### config.mk
export PLATFORM = sky130hd
export DESIGN_NAME = load_based_core_hotplug
export DESIGN_NICKNAME = d
export VERILOG_FILES = /design/src/lbch_pkg.sv /design/src/load_based_core_hotplug.sv
export SDC_FILE = /design/constraint.sdc
export NUM_CORES = 2
export LEC_CHECK = 0
export BUFFER_PORTS_ARGS = -buffer_cell sky130_fd_sc_hd__buf_2
export CELL_PAD_IN_SITES_DETAIL_PLACEMENT = 1
export CELL_PAD_IN_SITES_GLOBAL_PLACEMENT = 1
export CORE_UTILIZATION = 40
export CTS_CLUSTER_SIZE = 20
export DETAILED_ROUTE_END_ITERATION = 7
export GPL_ROUTABILITY_DRIVEN = 1
export PLACE_DENSITY = 0.77
export SYNTH_ARGS = -nofsm -noshare
export SYNTH_HDL_FRONTEND = slang
export SYNTH_SLANG_ARGS = --single-unit
### constraint.sdc
create_clock -name clk -period 26 [get_ports clk]
set_clock_uncertainty 0.2 [all_clocks]
set_input_delay 2.6 -clock clk [delete_from_list [all_inputs] [get_ports clk]]
set_output_delay 2.6 -clock clk [all_outputs]
set_load 0.03 [all_outputs]
### src/lbch_pkg.sv
// Package for the load-based core hotplug controller.
// Holds field widths, codes, transfer structs and the percent-scaling helper.
// No dependencies.
package lbch_pkg;

	// Field widths of the command and result transfers.
	localparam int FUNC_W    = 2;
	localparam int RATE_W    = 22;
	localparam int ACTION_W  = 2;
	localparam int CHANGED_W = 2;
	localparam int MASK_W    = 4;
	localparam int COUNT_W   = 3;

	// Configuration register widths.
	localparam int CORES_W     = 3;
	localparam int PCT_W       = 7;
	localparam int TICK_W      = 8;
	localparam int CFG_INDEX_W = 3;
	localparam int CFG_DATA_W  = 8;

	// Number of cores that have a rate field; higher cores read rate zero.
	localparam int RATE_INPUTS = 4;

	// Divisor that turns percent times peak rate into a limit.
	localparam int PCT_SCALE = 100;

	// Percent times peak rate, and 100 times (rate + 1).
	localparam int PROD_W   = PCT_W + RATE_W;
	localparam int SCALED_W = RATE_W + 1 + PCT_W;

	// Configuration reset values.
	localparam logic               RST_ENABLED     = 1'b1;
	localparam logic [CORES_W-1:0] RST_MAX_CORES   = 3'd4;
	localparam logic [CORES_W-1:0] RST_MIN_CORES   = 3'd1;
	localparam logic [PCT_W-1:0]   RST_UP_PCT      = 7'd90;
	localparam logic [PCT_W-1:0]   RST_DOWN_PCT    = 7'd60;
	localparam logic [TICK_W-1:0]  RST_TICKS_UP    = 8'd1;
	localparam logic [TICK_W-1:0]  RST_TICKS_DOWN  = 8'd1;

	// Configuration register indexes.
	typedef enum logic [CFG_INDEX_W-1:0] {
		CFG_ENABLED     = 3'd0,
		CFG_MAX_CORES   = 3'd1,
		CFG_MIN_CORES   = 3'd2,
		CFG_UP_PCT      = 3'd3,
		CFG_DOWN_PCT    = 3'd4,
		CFG_TICKS_UP    = 3'd5,
		CFG_TICKS_DOWN  = 3'd6
	} cfg_index_t;

	// Command codes.
	typedef enum logic [FUNC_W-1:0] {
		FUNC_TICK    = 2'd0,
		FUNC_SUSPEND = 2'd1,
		FUNC_RESUME  = 2'd2
	} func_t;

	// Result action codes.
	typedef enum logic [ACTION_W-1:0] {
		ACT_NONE    = 2'd0,
		ACT_ONLINE  = 2'd1,
		ACT_OFFLINE = 2'd2,
		ACT_MASK    = 2'd3
	} action_t;

	// One command transfer.
	typedef struct packed {
		func_t             func;
		logic [RATE_W-1:0] rate_core0;
		logic [RATE_W-1:0] rate_core1;
		logic [RATE_W-1:0] rate_core2;
		logic [RATE_W-1:0] rate_core3;
		logic [RATE_W-1:0] peak_rate;
	} cmd_item_t;

	// One result transfer.
	typedef struct packed {
		action_t              action;
		logic [CHANGED_W-1:0] changed_core;
		logic [MASK_W-1:0]    online_mask;
		logic [COUNT_W-1:0]   online_count;
	} res_item_t;

	// 100 * (r + 1) by shift and add (100 = 64 + 32 + 4).
	function automatic logic [SCALED_W-1:0] scale_rate(input logic [RATE_W-1:0] r);
		logic [SCALED_W-1:0] v;
		v = SCALED_W'(r) + SCALED_W'(1);
		return (v << 6) + (v << 5) + (v << 2);
	endfunction

endpackage

### src/load_based_core_hotplug.sv
// Top level of the load-based core hotplug controller.
// Depends on lbch_pkg for types, codes and the percent-scaling helper.
// Takes one command per cycle while the result register is free or being emptied; a
// command is captured in the input register and its result in the result register; the
// sustained rate is one item per clock while res_ready stays high. The rate is set by
// the update of the online mask and tick counter, which every command reads and writes.
// The percent-times-peak products are formed as a command is
// captured, so the limits are compared without any division: rate > floor(p*peak/100)
// holds exactly when p*peak < 100*rate, and rate < floor(p*peak/100) holds exactly when
// 100*(rate+1) <= p*peak. Configuration writes take effect at once and are meant to
// be made while no command is in flight.
module load_based_core_hotplug
	import lbch_pkg::*;
#(
	parameter int NUM_CORES = 4
) (
	input  logic                   clk,
	input  logic                   arst_n,
	input  logic                   cmd_valid,
	output logic                   cmd_ready,
	input  cmd_item_t              cmd,
	output logic                   res_valid,
	input  logic                   res_ready,
	output res_item_t              res,
	input  logic                   cfg_we,
	input  logic [CFG_INDEX_W-1:0] cfg_index,
	input  logic [CFG_DATA_W-1:0]  cfg_data
);

	localparam int IDX_W    = $clog2(NUM_CORES);
	localparam int CNT_W    = $clog2(NUM_CORES + 1);
	localparam int CMP_W    = (CNT_W > CORES_W) ? CNT_W : CORES_W;
	localparam int IDX_X_W  = (IDX_W > CHANGED_W) ? IDX_W : CHANGED_W;
	localparam int MASK_X_W = (NUM_CORES > MASK_W) ? NUM_CORES : MASK_W;
	localparam int CNT_X_W  = (CNT_W > COUNT_W) ? CNT_W : COUNT_W;

	// Configuration registers.
	logic               enabled_q;
	logic [CORES_W-1:0] max_cores_q;
	logic [CORES_W-1:0] min_cores_q;
	logic [PCT_W-1:0]   up_pct_q;
	logic [PCT_W-1:0]   down_pct_q;
	logic [TICK_W-1:0]  ticks_up_q;
	logic [TICK_W-1:0]  ticks_down_q;

	// Controller state.
	logic [NUM_CORES-1:0] mask_q;
	logic [TICK_W-1:0]    ticks_q;

	// Input register.
	logic              valid_s1;
	cmd_item_t         cmd_s1;
	logic [PROD_W-1:0] up_prod_s1;
	logic [PROD_W-1:0] down_prod_s1;

	logic                 advance;
	logic [NUM_CORES-1:0] mask_nx;
	logic [TICK_W-1:0]    ticks_nx;
	action_t              action_nx;
	logic [IDX_W-1:0]     changed_nx;
	res_item_t            res_nx;

	// Configuration writes.
	always_ff @(posedge clk or negedge arst_n) begin
		if (!arst_n) begin
			enabled_q    <= RST_ENABLED;
			max_cores_q  <= RST_MAX_CORES;
			min_cores_q  <= RST_MIN_CORES;
			up_pct_q     <= RST_UP_PCT;
			down_pct_q   <= RST_DOWN_PCT;
			ticks_up_q   <= RST_TICKS_UP;
			ticks_down_q <= RST_TICKS_DOWN;
		end else if (cfg_we) begin
			case (cfg_index)
				CFG_ENABLED:    enabled_q    <= cfg_data[0];
				CFG_MAX_CORES:  max_cores_q  <= cfg_data[CORES_W-1:0];
				CFG_MIN_CORES:  min_cores_q  <= cfg_data[CORES_W-1:0];
				CFG_UP_PCT:     up_pct_q     <= cfg_data[PCT_W-1:0];
				CFG_DOWN_PCT:   down_pct_q   <= cfg_data[PCT_W-1:0];
				CFG_TICKS_UP:   ticks_up_q   <= cfg_data;
				CFG_TICKS_DOWN: ticks_down_q <= cfg_data;
				default: ;
			endcase
		end
	end

	// The input register moves on when the result register is free or being emptied.
	assign advance   = valid_s1 && (!res_valid || res_ready);
	assign cmd_ready = !valid_s1 || advance;

	always_ff @(posedge clk or negedge arst_n) begin
		if (!arst_n) begin
			valid_s1 <= 1'b0;
		end else if (cmd_ready) begin
			valid_s1 <= cmd_valid;
		end
	end

	// Capture a command transfer and form both percent products.
	always_ff @(posedge clk) begin
		if (cmd_valid && cmd_ready) begin
			cmd_s1       <= cmd;
			up_prod_s1   <= PROD_W'(up_pct_q) * PROD_W'(cmd.peak_rate);
			down_prod_s1 <= PROD_W'(down_pct_q) * PROD_W'(cmd.peak_rate);
		end
	end

	// Decide the hotplug move for the command in the input register.
	always_comb begin
		logic [RATE_W-1:0] rate_in [RATE_INPUTS];
		logic [RATE_W-1:0] core_rate [NUM_CORES];
		logic              have_slow;
		logic [IDX_W-1:0]  slow_core;
		logic [RATE_W-1:0] low_rate;
		logic [RATE_W-1:0] high_rate;
		logic [RATE_W-1:0] min_rate;
		logic              up_hit;
		logic              down_hit;
		logic              add_found;
		logic [IDX_W-1:0]  add_core;
		logic [CNT_W-1:0]  online_cnt;
		logic [CNT_W-1:0]  run_cnt;
		logic [CMP_W-1:0]  max_eff;
		logic [TICK_W-1:0] tick_inc;

		rate_in[0] = cmd_s1.rate_core0;
		rate_in[1] = cmd_s1.rate_core1;
		rate_in[2] = cmd_s1.rate_core2;
		rate_in[3] = cmd_s1.rate_core3;
		for (int c = 0; c < NUM_CORES; c++) begin
			core_rate[c] = '0;
			if (c < RATE_INPUTS) begin
				core_rate[c] = rate_in[c[1:0]];
			end
		end

		// Slowest online core above 0 (later index wins ties); high rate skips slowest-so-far cores.
		have_slow = 1'b0;
		slow_core = '0;
		low_rate  = '0;
		high_rate = core_rate[0];
		for (int c = 1; c < NUM_CORES; c++) begin
			if (mask_q[c]) begin
				if (!have_slow || core_rate[c] <= low_rate) begin
					have_slow = 1'b1;
					slow_core = IDX_W'(c);
					low_rate  = core_rate[c];
				end else if (core_rate[c] > high_rate) begin
					high_rate = core_rate[c];
				end
			end
		end
		min_rate = (!have_slow || core_rate[0] < low_rate) ? core_rate[0] : low_rate;

		// Limit tests without division.
		up_hit   = (SCALED_W'(up_prod_s1) + SCALED_W'(PCT_SCALE)) < scale_rate(min_rate);
		down_hit = scale_rate(high_rate) <= SCALED_W'(down_prod_s1);

		// Lowest offline core from 1 upward.
		add_found = 1'b0;
		add_core  = '0;
		for (int c = 1; c < NUM_CORES; c++) begin
			if (!mask_q[c] && !add_found) begin
				add_found = 1'b1;
				add_core  = IDX_W'(c);
			end
		end

		online_cnt = CNT_W'($countones(mask_q));
		max_eff    = (CMP_W'(max_cores_q) < CMP_W'(NUM_CORES)) ?
			CMP_W'(max_cores_q) : CMP_W'(NUM_CORES);
		tick_inc   = (&ticks_q) ? ticks_q : ticks_q + TICK_W'(1);
		run_cnt    = online_cnt;

		mask_nx    = mask_q;
		ticks_nx   = ticks_q;
		action_nx  = ACT_NONE;
		changed_nx = '0;

		if (enabled_q) begin
			case (cmd_s1.func)
				FUNC_TICK: begin
					ticks_nx = tick_inc;
					if (up_hit) begin
						if (CMP_W'(online_cnt) < max_eff && tick_inc >= ticks_up_q
							&& add_found) begin
							mask_nx[add_core] = 1'b1;
							action_nx  = ACT_ONLINE;
							changed_nx = add_core;
							ticks_nx   = '0;
						end
					end else if (have_slow && down_hit) begin
						if (CMP_W'(online_cnt) > CMP_W'(min_cores_q)
							&& tick_inc >= ticks_down_q) begin
							mask_nx[slow_core] = 1'b0;
							action_nx  = ACT_OFFLINE;
							changed_nx = slow_core;
							ticks_nx   = '0;
						end
					end
				end
				FUNC_SUSPEND: begin
					for (int c = 1; c < NUM_CORES; c++) begin
						if (mask_nx[c] && CMP_W'(run_cnt) > CMP_W'(min_cores_q)) begin
							mask_nx[c] = 1'b0;
							run_cnt    = run_cnt - CNT_W'(1);
						end
					end
					if (mask_nx != mask_q) begin
						action_nx = ACT_MASK;
					end
				end
				FUNC_RESUME: begin
					for (int c = 0; c < NUM_CORES; c++) begin
						if (!mask_nx[c] && CMP_W'(run_cnt) < max_eff) begin
							mask_nx[c] = 1'b1;
							run_cnt    = run_cnt + CNT_W'(1);
						end
					end
					if (mask_nx != mask_q) begin
						action_nx = ACT_MASK;
					end
				end
				default: ;
			endcase
		end
	end

	// Result fields, truncated to the transfer widths.
	always_comb begin
		logic [IDX_X_W-1:0]  changed_x;
		logic [MASK_X_W-1:0] mask_x;
		logic [CNT_X_W-1:0]  count_x;

		changed_x = IDX_X_W'(changed_nx);
		mask_x    = MASK_X_W'(mask_nx);
		count_x   = CNT_X_W'($countones(mask_nx));

		res_nx.action       = action_nx;
		res_nx.changed_core = changed_x[CHANGED_W-1:0];
		res_nx.online_mask  = mask_x[MASK_W-1:0];
		res_nx.online_count = count_x[COUNT_W-1:0];
	end

	// State update and result register.
	always_ff @(posedge clk or negedge arst_n) begin
		if (!arst_n) begin
			mask_q    <= '1;
			ticks_q   <= '0;
			res_valid <= 1'b0;
		end else begin
			if (advance) begin
				mask_q    <= mask_nx;
				ticks_q   <= ticks_nx;
				res_valid <= 1'b1;
			end else if (res_ready) begin
				res_valid <= 1'b0;
			end
		end
	end

	always_ff @(posedge clk) begin
		if (advance) begin
			res <= res_nx;
		end
	end

endmodule

==> flow_summary.toml <==
[worst_setup_path]
slowest_delay_ns = 1.05
criticalPathCategory = "reg -> reg"
r2r_cells = 60
cp-end-kind = "flop"
cp-start-kind = "flop"
reg2reg_from = "mask_q[1]"
cp_common_cell = "ha_1"
rr_endpoint = "res[1]"
crit_path_top_delay_cell = "dfstp_2"
required_ns = 26.13
crit_buf_inv = 4
critPathTopFamily = "compound AO/OA/AOI/OAI gates"
rrSetupSlack_ns = 7.87
crit_path_max_fanout = 35
arrival_ns = 18.26

[cts]
htreeDepth = 1
ctsHoldBuffers = 0
cts_setup_buffers = 0
cts_made_buffers = 26
cts-root-buf = "clkbuf_16"
clk_pin_slew_worst_paths_ns = 0.06
clkLatencyLatePin_ns = 0.59
clockBufferDepth = 3
cts_tree = "built"
cts.sinks = 208
cts-resized-gates = 0

[timing]
slew_viol_final = 0
hold_viol = 0
finalCriticalPeriod_ns = 18.13
setup_violations = 0
tightest_slew_ns = 1.15
max_slew_margin_pct = 22.5
setup_tns_ns = 0
rsz0062_at_grt = "no"
max_freq_ghz = 0.0552
finalCritPeriodShare_pct = 69.7

[placed_design]
gp_congestion = 0.973
dpl.hpwl_mm = 71.5
placed_cells = 4071
postPlaceCellArea_mm2 = 0.0295
io_buffers = 140

[floorplan]
die_area_mm2 = 0.0707
core_area_mm2 = 0.0688
die_w_um = 266
start_util_pct = 40.5
boundaryPins = 141
rows = 96
dieHeight_um = 266

[yosys]
ys_types = 89
netlist_instances = 3074
ys_seq_area_share_pct = 21.6
synthFlopType = "edfxtp_1"
postSynthNetCount = 3798
synth.area.top_cells = "fa_1 (17%), edfxtp_1 (17%), ha_1 (16%)"
synth.top_cell.area_share_pct = 17.2
synth_edf_count = 157
synth-warning-count = 0
synth_top_area_cell = "fa_1"
ys_async_sr_fraction_pct = 24.5
syn_avg_cell_area_um2 = 9.07
syn-cell-area_mm2 = 0.0279
ys_seq_elements = 208

[hold_path]
hold_class = "reg -> reg"
hold_start = "valid_s1"
min_to = "res_valid"
worstHoldPathCells = 1

[drt]
wl_mm = 88.2
ant_nets = 0
drtIter0Drc = 1417
drt-vias-per-instance = 5.58
drc = 0
num_vias = 23000
dr.pass1.iters = 5
detail_route.wl_per_cell_um = 21.4

[global_routing]
grtUsageTotal_pct = 25.1
grt_pass1_wl_mm = 139
grt_max_degree = 75
grt_pass1_vias = 24300
grt_overflow_total = 0
antenna_found_initial = 4

[layout]
final_cell_area_mm2 = 0.0304
nFillCells = 8002
multiInputGateArea_mm2 = 0.0200
finish.utilization_pct = 44.1
final_cells = 4118
fin_nets = 3892
antenna_cells = 0
drive_above_1_share_pct = 9.57
seq_area_mm2 = 0.00601
syn_to_final_growth_pct = 8.93

[outcome]
status = "complete, no violations"

[job]
maxCapViolations = 0
## cell usage in the layout (no fill, tap or decap), types with 70 or more instances in the layout
master,instances
nand3_1,73
fa_1,240
a21o_1,70
inv_1,403
nand2_1,393
a21oi_1,159
xnor2_1,108
nor2_1,157
ha_1,356
edfxtp_1,157
buf_2,140
o21ai_0,107
and2_1,85
## flip-flops by register name, indices dropped and copies added (netlist names), 3 cells and up
name          flops
cmd_s1           90
down_pct_q        7
down_prod_s1     29
mask_q            4
max_cores_q       3
min_cores_q       3
res              11
ticks_down_q      8
ticks_q           8
ticks_up_q        8
up_pct_q          7
up_prod_s1       27
## stage by stage
stage	hold WS, ns	worst slack, ns
after floorplan	0.249	9.23
after global placement	0.266	8.49
after detailed placement	0.273	8.03
after CTS	0.287	8.01
after global routing	0.319	6.68
final	0.290	7.87
## kinds of logic (layout without fill, tap and decap cells)
logic type | Yosys count | after routing | share of synthesized area (%)
flip-flops | 208 | 208 | 21.6
XOR/XNOR | 171 | 171 | 5.37
AND/OR/NAND/NOR | 945 | 945 | 16.1
AO/OA/AOI/OAI | 559 | 559 | 13.2
buffers and inverters | 493 | 606 | 6.67
multiplexers | 102 | 102 | 3.94
adder cells (fa/ha/maj) | 596 | 596 | 33.2
## cell type report
cell class / count / share of cell area (%)
clock buffer: 31 / 2.24
multi-input combinational: 2373 / 65.9
sequential: 208 / 19.8
clock inverter: 16 / 0.552
timing repair buffer: 154 / 2.65
inverter: 405 / 5.01
tap: 931 / 3.84
## metal layers
metal  part of all wire [%]  wire length, µm  GRT usage (%)  up-vias
li1                       -                -              -    10800
met4                    4.9             4280           10.7        6
met2                     46            40400           41.6      615
met3                    4.9             4350           3.00      174
met5                  0.049               43              0        -
met1                     44            39100           33.1    11400
## synth_stat cells, types with 7 or more instances
| cell | count |
|---|---|
| a31oi_1 | 18 |
| and3_1 | 17 |
| or2_2 | 9 |
| nor3_1 | 61 |
| inv_1 | 403 |
| dfrtp_1 | 34 |
| nor2_1 | 157 |
| a21oi_1 | 159 |
| xor2_1 | 63 |
| edfxtp_1 | 157 |
| fa_1 | 240 |
| a31o_2 | 7 |
| nand4_1 | 44 |
| dfstp_2 | 17 |
| nor4_1 | 7 |
| a21o_1 | 70 |
| nand2_1 | 393 |
| ha_1 | 356 |
| xnor2_1 | 108 |
| nor2b_1 | 16 |
| or3_1 | 18 |
| o21a_1 | 32 |
| a211oi_1 | 28 |
| clkbuf_1 | 75 |
| o31ai_1 | 9 |
| buf_2 | 7 |
| o21ai_0 | 107 |
| nand3_1 | 73 |
| nand2b_1 | 26 |
| mux2_2 | 61 |
| mux2i_1 | 41 |
| a2111oi_0 | 9 |
| o21bai_1 | 9 |
| o211ai_1 | 19 |
| and2_1 | 86 |
## worst reg2reg max path: cells and delay by family, from the launching register on
kind | cells | cell delay, ns
AO/OA/AOI/OAI | 29 | 7.88
multiplexers | 1 | 0.33
AND/OR/NAND/NOR | 16 | 4.32
flip-flops | 1 | 1.05
adder cells (fa/ha/maj) | 10 | 3.29
buffers and inverters | 4 | 0.81
## how the worst max path moves through the flow
stage	from	endpoint	cells after the start
3_5_place_dp	mask_q[1]	res[1]	60
4_1_cts	mask_q[1]	res[1]	60
3_3_place_gp	mask_q[1]	res[1]	61
5_1_grt	mask_q[1]	res[1]	64
2_1_floorplan	mask_q[1]	res[1]	72
6_report	mask_q[1]	res[1]	60
Power is left out: the tool's default activity adds up to more than one toggle a clock period on the data nets, which glitch-free logic cannot reach.
